## src/rtl/sfpp_pkg.sv

```systemverilog
// ----------------------------------------------------------------------------
// sfpp_pkg : shared types and constants for the far point pair core
// Coordinate and distance widths, and the point count state encoding.
// ----------------------------------------------------------------------------
package sfpp_pkg;

    localparam int COORD_WIDTH = 16;
    // |dx|^2 + |dy|^2 needs one bit above the square width
    localparam int SQ_WIDTH    = 2 * COORD_WIDTH;
    localparam int DIST_WIDTH  = SQ_WIDTH + 1;

    typedef logic signed [COORD_WIDTH-1:0] coord_t;
    typedef logic [DIST_WIDTH-1:0]         dist_t;

    // points taken in the current set, saturating at two
    typedef enum logic [2:0] {
        SEEN_NONE = 3'b001,
        SEEN_ONE  = 3'b010,
        SEEN_TWO  = 3'b100
    } seen_t;

endpackage

```

## src/rtl/sfpp_in_if.sv

```systemverilog
// ----------------------------------------------------------------------------
// sfpp_in_if : point stream channel
// Valid/ready channel carrying one 2-D point and an end-of-set mark per beat.
// ----------------------------------------------------------------------------
interface sfpp_in_if
    import sfpp_pkg::*;
();
    logic   valid;
    logic   ready;
    coord_t point_x;
    coord_t point_y;
    logic   last_point;

    modport source (output valid, point_x, point_y, last_point, input ready);
    modport sink   (input valid, point_x, point_y, last_point, output ready);
endinterface

```

## src/rtl/sfpp_out_if.sv

```systemverilog
// ----------------------------------------------------------------------------
// sfpp_out_if : point pair result channel
// Valid/ready channel carrying the chosen end points and the short-set flag.
// ----------------------------------------------------------------------------
interface sfpp_out_if
    import sfpp_pkg::*;
();
    logic   valid;
    logic   ready;
    coord_t end_a_x;
    coord_t end_a_y;
    coord_t end_b_x;
    coord_t end_b_y;
    logic   too_few_points;

    modport source (output valid, end_a_x, end_a_y, end_b_x, end_b_y,
                    too_few_points, input ready);
    modport sink   (input valid, end_a_x, end_a_y, end_b_x, end_b_y,
                    too_few_points, output ready);
endinterface

```

## src/rtl/streaming_far_point_pair_core.sv

```systemverilog
// ----------------------------------------------------------------------------
// streaming_far_point_pair_core : streaming far-apart point pair tracker
// Keeps a candidate pair A/B over a point set and emits it on the last point.
// ----------------------------------------------------------------------------
// Path: the last point passes the input register, then the result register.
// Throughput: one point per cycle while no last point waits; the pair update
//   (three squared distances, compare and select) is combinational.
// A last point waits in the input register only while a result is held unread.
// Reset: asynchronous, active low; clears the beat valids and the point count.
// ----------------------------------------------------------------------------
module streaming_far_point_pair_core
    import sfpp_pkg::*;
(
    input  logic       clk,
    input  logic       rst_n,
    sfpp_in_if.sink    pt_in,
    sfpp_out_if.source pair_out
);

    // input register
    logic   s1_valid_reg;
    coord_t s1_x_reg;
    coord_t s1_y_reg;
    logic   s1_last_reg;

    // candidate pair and point count
    coord_t a_x_reg, a_y_reg, b_x_reg, b_y_reg;
    coord_t a_x_next, a_y_next, b_x_next, b_y_next;
    seen_t  seen_reg, seen_next;

    // pair after this point, before any end-of-set clear
    coord_t a_x_upd, a_y_upd, b_x_upd, b_y_upd;

    // result register
    logic   out_valid_reg;
    coord_t out_a_x_reg, out_a_y_reg, out_b_x_reg, out_b_y_reg;
    logic   out_few_reg;

    logic   out_free;
    logic   s1_go;
    dist_t  d_ab, d_ac, d_bc;
    logic   grow;
    logic   repl_a;

    // ------------------------------------------------------------------
    // Handshake: non-last points never touch the result register, so they
    // move on regardless of the output side; a last point needs a free slot.
    // ------------------------------------------------------------------
    assign out_free    = !out_valid_reg || pair_out.ready;
    assign s1_go       = s1_valid_reg && (!s1_last_reg || out_free);
    assign pt_in.ready = !s1_valid_reg || s1_go;

    always_ff @(posedge clk or negedge rst_n)
    begin
        if (!rst_n)
        begin
            s1_valid_reg <= 1'b0;
        end
        else if (pt_in.ready)
        begin
            s1_valid_reg <= pt_in.valid;
        end
    end

    always_ff @(posedge clk)
    begin
        if (pt_in.valid && pt_in.ready)
        begin
            s1_x_reg    <= pt_in.point_x;
            s1_y_reg    <= pt_in.point_y;
            s1_last_reg <= pt_in.last_point;
        end
    end

    // ------------------------------------------------------------------
    // Distances from the stored pair and the incoming point C
    // ------------------------------------------------------------------
    sfpp_sq_dist u_dist_ab (
        .x1     (a_x_reg),
        .y1     (a_y_reg),
        .x2     (b_x_reg),
        .y2     (b_y_reg),
        .sq_sum (d_ab)
    );

    sfpp_sq_dist u_dist_ac (
        .x1     (a_x_reg),
        .y1     (a_y_reg),
        .x2     (s1_x_reg),
        .y2     (s1_y_reg),
        .sq_sum (d_ac)
    );

    sfpp_sq_dist u_dist_bc (
        .x1     (b_x_reg),
        .y1     (b_y_reg),
        .x2     (s1_x_reg),
        .y2     (s1_y_reg),
        .sq_sum (d_bc)
    );

    // C lengthens the pair if it is strictly further from A or B than AB;
    // it then replaces A unless AC is the longest (ties favour replacing B)
    assign grow   = (d_ac > d_ab) || (d_bc > d_ab);
    assign repl_a = (d_ab > d_ac) || (d_bc > d_ac);

    always_comb
    begin
        a_x_upd   = a_x_reg;
        a_y_upd   = a_y_reg;
        b_x_upd   = b_x_reg;
        b_y_upd   = b_y_reg;
        seen_next = seen_reg;

        unique case (seen_reg)
            SEEN_NONE:
            begin
                a_x_upd   = s1_x_reg;
                a_y_upd   = s1_y_reg;
                seen_next = SEEN_ONE;
            end
            SEEN_ONE:
            begin
                b_x_upd   = s1_x_reg;
                b_y_upd   = s1_y_reg;
                seen_next = SEEN_TWO;
            end
            SEEN_TWO:
            begin
                if (grow)
                begin
                    if (repl_a)
                    begin
                        a_x_upd = s1_x_reg;
                        a_y_upd = s1_y_reg;
                    end
                    else
                    begin
                        b_x_upd = s1_x_reg;
                        b_y_upd = s1_y_reg;
                    end
                end
            end
            default:
            begin
                seen_next = SEEN_NONE;
            end
        endcase

        // end of set: the next beat starts afresh
        if (s1_last_reg)
        begin
            seen_next = SEEN_NONE;
        end

        a_x_next = a_x_upd;
        a_y_next = a_y_upd;
        b_x_next = b_x_upd;
        b_y_next = b_y_upd;
    end

    always_ff @(posedge clk or negedge rst_n)
    begin
        if (!rst_n)
        begin
            seen_reg <= SEEN_NONE;
        end
        else if (s1_go)
        begin
            seen_reg <= seen_next;
        end
    end

    // pair contents are don't-care while the count is at none
    always_ff @(posedge clk)
    begin
        if (s1_go)
        begin
            a_x_reg <= a_x_next;
            a_y_reg <= a_y_next;
            b_x_reg <= b_x_next;
            b_y_reg <= b_y_next;
        end
    end

    // ------------------------------------------------------------------
    // Result register
    // ------------------------------------------------------------------
    always_ff @(posedge clk or negedge rst_n)
    begin
        if (!rst_n)
        begin
            out_valid_reg <= 1'b0;
        end
        else if (s1_go && s1_last_reg)
        begin
            out_valid_reg <= 1'b1;
        end
        else if (pair_out.ready)
        begin
            out_valid_reg <= 1'b0;
        end
    end

    // a one-point set reports zeros and the flag
    always_ff @(posedge clk)
    begin
        if (s1_go && s1_last_reg)
        begin
            if (seen_reg == SEEN_NONE)
            begin
                out_a_x_reg <= '0;
                out_a_y_reg <= '0;
                out_b_x_reg <= '0;
                out_b_y_reg <= '0;
                out_few_reg <= 1'b1;
            end
            else
            begin
                out_a_x_reg <= a_x_upd;
                out_a_y_reg <= a_y_upd;
                out_b_x_reg <= b_x_upd;
                out_b_y_reg <= b_y_upd;
                out_few_reg <= 1'b0;
            end
        end
    end

    assign pair_out.valid          = out_valid_reg;
    assign pair_out.end_a_x        = out_a_x_reg;
    assign pair_out.end_a_y        = out_a_y_reg;
    assign pair_out.end_b_x        = out_b_x_reg;
    assign pair_out.end_b_y        = out_b_y_reg;
    assign pair_out.too_few_points = out_few_reg;

endmodule

```

## src/rtl/sfpp_sq_dist.sv

```systemverilog
// ----------------------------------------------------------------------------
// sfpp_sq_dist : exact squared Euclidean distance
// Two absolute differences, two unsigned squares and one add; combinational.
// ----------------------------------------------------------------------------
module sfpp_sq_dist
    import sfpp_pkg::*;
(
    input  coord_t x1,
    input  coord_t y1,
    input  coord_t x2,
    input  coord_t y2,
    output dist_t  sq_sum
);

    logic signed [COORD_WIDTH:0] dx;
    logic signed [COORD_WIDTH:0] dy;
    logic [COORD_WIDTH:0]        dx_neg;
    logic [COORD_WIDTH:0]        dy_neg;
    logic [COORD_WIDTH-1:0]      adx;
    logic [COORD_WIDTH-1:0]      ady;
    logic [SQ_WIDTH-1:0]         sqx;
    logic [SQ_WIDTH-1:0]         sqy;

    assign dx = {x1[COORD_WIDTH-1], x1} - {x2[COORD_WIDTH-1], x2};
    assign dy = {y1[COORD_WIDTH-1], y1} - {y2[COORD_WIDTH-1], y2};

    assign dx_neg = -dx;
    assign dy_neg = -dy;

    // magnitude never exceeds 2^W - 1, so W bits hold it
    assign adx = dx[COORD_WIDTH] ? dx_neg[COORD_WIDTH-1:0] : dx[COORD_WIDTH-1:0];
    assign ady = dy[COORD_WIDTH] ? dy_neg[COORD_WIDTH-1:0] : dy[COORD_WIDTH-1:0];

    assign sqx = adx * adx;
    assign sqy = ady * ady;

    assign sq_sum = {1'b0, sqx} + {1'b0, sqy};

endmodule

```

## src/flat_wrapper.sv

```systemverilog
// flat-port wrapper written by rule: the top's interface ports become plain ports
module streaming_far_point_pair_core_flat import sfpp_pkg::*;
  (clk, rst_n, pt_in_valid, pt_in_point_x, pt_in_point_y, pt_in_last_point, pt_in_ready, pair_out_valid, pair_out_end_a_x, pair_out_end_a_y, pair_out_end_b_x, pair_out_end_b_y, pair_out_too_few_points, pair_out_ready);
  sfpp_in_if pt_in_i ();
  sfpp_out_if pair_out_i ();
  input  logic clk;
  input  logic rst_n;
  input wire logic [$bits(pt_in_i.valid)-1:0] pt_in_valid;
  input wire logic [$bits(pt_in_i.point_x)-1:0] pt_in_point_x;
  input wire logic [$bits(pt_in_i.point_y)-1:0] pt_in_point_y;
  input wire logic [$bits(pt_in_i.last_point)-1:0] pt_in_last_point;
  output wire logic [$bits(pt_in_i.ready)-1:0] pt_in_ready;
  output wire logic [$bits(pair_out_i.valid)-1:0] pair_out_valid;
  output wire logic [$bits(pair_out_i.end_a_x)-1:0] pair_out_end_a_x;
  output wire logic [$bits(pair_out_i.end_a_y)-1:0] pair_out_end_a_y;
  output wire logic [$bits(pair_out_i.end_b_x)-1:0] pair_out_end_b_x;
  output wire logic [$bits(pair_out_i.end_b_y)-1:0] pair_out_end_b_y;
  output wire logic [$bits(pair_out_i.too_few_points)-1:0] pair_out_too_few_points;
  input wire logic [$bits(pair_out_i.ready)-1:0] pair_out_ready;
  assign pt_in_i.valid = pt_in_valid;
  assign pt_in_i.point_x = pt_in_point_x;
  assign pt_in_i.point_y = pt_in_point_y;
  assign pt_in_i.last_point = pt_in_last_point;
  assign pt_in_ready = pt_in_i.ready;
  assign pair_out_valid = pair_out_i.valid;
  assign pair_out_end_a_x = pair_out_i.end_a_x;
  assign pair_out_end_a_y = pair_out_i.end_a_y;
  assign pair_out_end_b_x = pair_out_i.end_b_x;
  assign pair_out_end_b_y = pair_out_i.end_b_y;
  assign pair_out_too_few_points = pair_out_i.too_few_points;
  assign pair_out_i.ready = pair_out_ready;
  streaming_far_point_pair_core u_core (.clk(clk), .rst_n(rst_n), .pt_in(pt_in_i), .pair_out(pair_out_i));
endmodule
```

## config.mk

```make
export PLATFORM = sky130hd
export DESIGN_NAME = streaming_far_point_pair_core_flat
export DESIGN_NICKNAME = d
export VERILOG_FILES = /design/src/rtl/sfpp_pkg.sv /design/src/rtl/sfpp_in_if.sv /design/src/rtl/sfpp_out_if.sv /design/src/rtl/streaming_far_point_pair_core.sv /design/src/rtl/sfpp_sq_dist.sv /design/src/flat_wrapper.sv
export SDC_FILE = /design/constraint.sdc
export NUM_CORES = 2
export LEC_CHECK = 0
export BUFFER_PORTS_ARGS = -buffer_cell sky130_fd_sc_hd__buf_2
export CAP_MARGIN = 10
export CORE_MARGIN = 8
export CORE_UTILIZATION = 50
export DETAILED_ROUTE_END_ITERATION = 12
export MAX_ROUTING_LAYER = met4
export PLACE_DENSITY = 0.65
export SYNTH_ARGS = -nofsm -noshare
export SYNTH_HDL_FRONTEND = slang
export SYNTH_SLANG_ARGS = --single-unit
export TNS_END_PERCENT = 30
```

## constraint.sdc

```tcl
create_clock -name clk -period 21.3 [get_ports clk]
set_clock_uncertainty 0.1 [all_clocks]
set_input_delay 1.065 -clock clk [delete_from_list [all_inputs] [get_ports clk]]
set_output_delay 1.065 -clock clk [all_outputs]
set_load 0.05 [all_outputs]
```

==> results by group <==
Yosys
  • Fraction of synthesis flops using an asynchronous set or reset pin: 2.99%
  • Syn_area_per_cell: 9.13 sq um
  • Post-synth cell types: 89
  • Post-synth EDFFs: 162
  • Area leader, netlist: fa_1
  • Netlist Area Pre-Place: 60100 sq um
  • Yosys top cell area share: 39.0%
  • YS warnings: 0
  • Sequential share of the synthesized area: 8.30%
  • Post-Syn Nets: 8560
  • Post-synth top flop: edfxtp_1
  • Area contributors post-synth: fa_1, ha_1, inv_1, edfxtp_1, nor2_1
  • Register bit total from synthesis: 167
  • Syn Inst Count: 6586

Drt
  • # DRC: 0
  • Via density: 5.51
  • DR WL/cell: 20.4 um
  • Final WL: 169000 um
  • Via Count: 45.7k
  • Initial drt markers: 3385
  • First-pass detailed-route iteration total: 5
  • Post-route ant nets: 0

Die
  • Initial Utilization: 50.2%
  • Io pins: 104
  • Placeable Area: 120000 sq um
  • Die ar.: 132000 sq um
  • Die W: 363 um
  • Cell Rows: 127
  • Overall die height: 363 um

CTS
  • Resized cells post-CTS: 0
  • Setup Buffers After CTS: 0
  • CTS sink cnt: 167
  • Max clock buf depth: 2
  • Clock transition at path regs: 70 ps
  • H-tree depth: 4
  • CTS Hold Bufs: 0
  • CTS Buf Count: 17
  • Clk root buf: clkbuf_16
  • TritonCTS clock tree: done
  • Clk_lat worst skew: 450 ps

Timing
  • Fin Setup TNS: 0 ps
  • RSZ-0062 raised after global routing: no
  • Final period util: 74.7%
  • Setup violators final: 0
  • Slew Viols, Final: 0
  • Fmax: 62.8 MHz
  • Worst-margin pin slew: 1050 ps
  • Max-slew headroom: 27.9%
  • Crit path time final: 15920 ps
  • Final Hold Viols: 0
  • Worst hold slack: 317 ps

Outcome
  • Status: finished, final reports clean

Critical path
  • Crit. End Element: flop
  • Crit-path max FO: 57
  • Critical path arrival: 16020 ps
  • Critical-path top delay cell: xor2_1
  • Setup CP Type: reg2reg
  • R2r setup slk: 5380 ps
  • Top delay family on crit path: adder cells
  • CP bufs+invs: 11
  • Slowest stage delay, CP: 660 ps
  • Worst setup SP type: flop
  • CP most frequent cell: fa_1
  • CP required: 21400 ps

Finish
  • Area Overhead vs Synth: 5.87%
  • Fillers: 11.1k
  • Nets: 8648
  • Layout cell share with drive strength beyond 1: 5.71%

Placement
  • Gp weighted congestion: 0.959
  • Final HPWL DP: 145000 um
  • Port-buffer cells: 103

GRT
  • Number of global-route vias before repair: 48.4k
  • Largest net degree at the start of global routing: 66
  • Initial antenna violation count: 7
  • Overall global routing resource usage: 26.7%
  • Total grt overflow: 0
  • First-pass GRT wire length: 269000 um

Min path
  • Hold Path Class: in2async

Flow run
  • Maxcap violations: 0
==> metrics by stage <==
step	std cells	utilization (%)	setup slack, ps	cell area (sq um)
detailed placement	8267	52.7	5590	63100
global route	8303	53.2	4450	63600
floorplan	6586	-	7970	60100
CTS	8299	53.2	5550	63600
finish	8303	53.2	5380	63600
global placement	8266	52.7	5780	63000
==> kinds of logic (layout without fill, tap and decap cells) <==
family,after synthesis,count (layout),share of synthesized area [%]
buf+inv,1888,1989,11.9
mux,42,42,0.780
other cells,0,4,0
simple gates,1482,1482,11.1
flops,167,167,8.30
compound gates,816,816,9.25
fa+ha+maj,1937,1937,54.9
xor+xnor,254,254,3.75
==> layer usage <==
metal  share of wire (%)  global-route usage, %  vias to the layer above
met2                  47                   43.3                     1650
met1                  43                   35.1                    23100
met3                 6.4                   2.90                      312
li1                    -                      -                    20700
met4                 4.1                   8.88                        0
met5                   0                      -                        -
==> area by class of cell <==
class	count	area, sq um	area share [%]
tap	1612	2020	3.17
inverter	1738	6520	10.3
multi-input combinational	4531	48100	75.6
clock buffer	17	425	0.668
antenna	4	10.0	0.0157
timing repair buffer	219	1390	2.18
clock inverter	15	159	0.250
sequential	167	4990	7.84
==> worst paths after layout <==
check                                       start                    endpoint  depth (start not counted)
min in group clk                u_core.a_x_reg[0]  u_core.pair_out.end_a_x[0]                          1
worst max register to register  u_core.a_x_reg[0]           u_core.a_y_reg[9]                         53
worst min-delay path                        rst_n          u_core.seen_reg[1]                          1
max in group asynchronous                   rst_n          u_core.seen_reg[0]                          1
worst max-delay path            u_core.a_x_reg[0]           u_core.a_y_reg[9]                         53
worst min register to register  u_core.a_x_reg[0]  u_core.pair_out.end_a_x[0]                          1
==> layout by cell type, fill, tap and decap left out, types with 31 or more instances in the layout <==
master    synthesis  routed
fa_1           1170    1170
nor2b_1          41      41
or2_2            43      43
nand2b_1         96      96
o21a_1           45      45
buf_4             0     115
nor3_1           76      76
nand4_1          35      35
inv_1          1705    1704
nand2_1         320     319
nand3_1          40      40
o22ai_1          37      37
o21ai_0         116     116
xor2_1           91      87
a22o_1           33      33
a21oi_1         188     188
a211oi_1         61      59
ha_1            767     767
and2_1           37      37
nor2_1          686     686
buf_2            10     103
mux2_2           31      31
a21o_1           94      94
edfxtp_1        162     162
xnor2_1         160     152
a221oi_1         36      36
==> Yosys cell counts (33+ instances only) <==
master and count:
inv_1 1705, clkbuf_1 133, nand3_1 40, a21o_1 94, xnor2_1 160, and2_1 37, fa_1 1170, a21oi_1 188
nor2b_1 41, a211oi_1 61, nor2_1 686, o21a_1 45, nor3_1 76, nand2_1 320, edfxtp_1 162, o22ai_1 37
nand4_1 35, xor2_1 91, a22o_1 33, or2_2 43, nand2b_1 96, a221oi_1 36, ha_1 767, o21ai_0 116
==> worst register-to-register path: cells and delay by family (launching register included) <==
kind            cells  cell delay [ps]
compound gates     15             3240
xor+xnor            4             1790
fa+ha+maj          12             4850
buf+inv            11             1860
flops               1              410
mux                 1              490
simple gates       10             2950
Power is left out: the tool's default activity adds up to more than one toggle a clock period on the data nets, which glitch-free logic cannot reach.
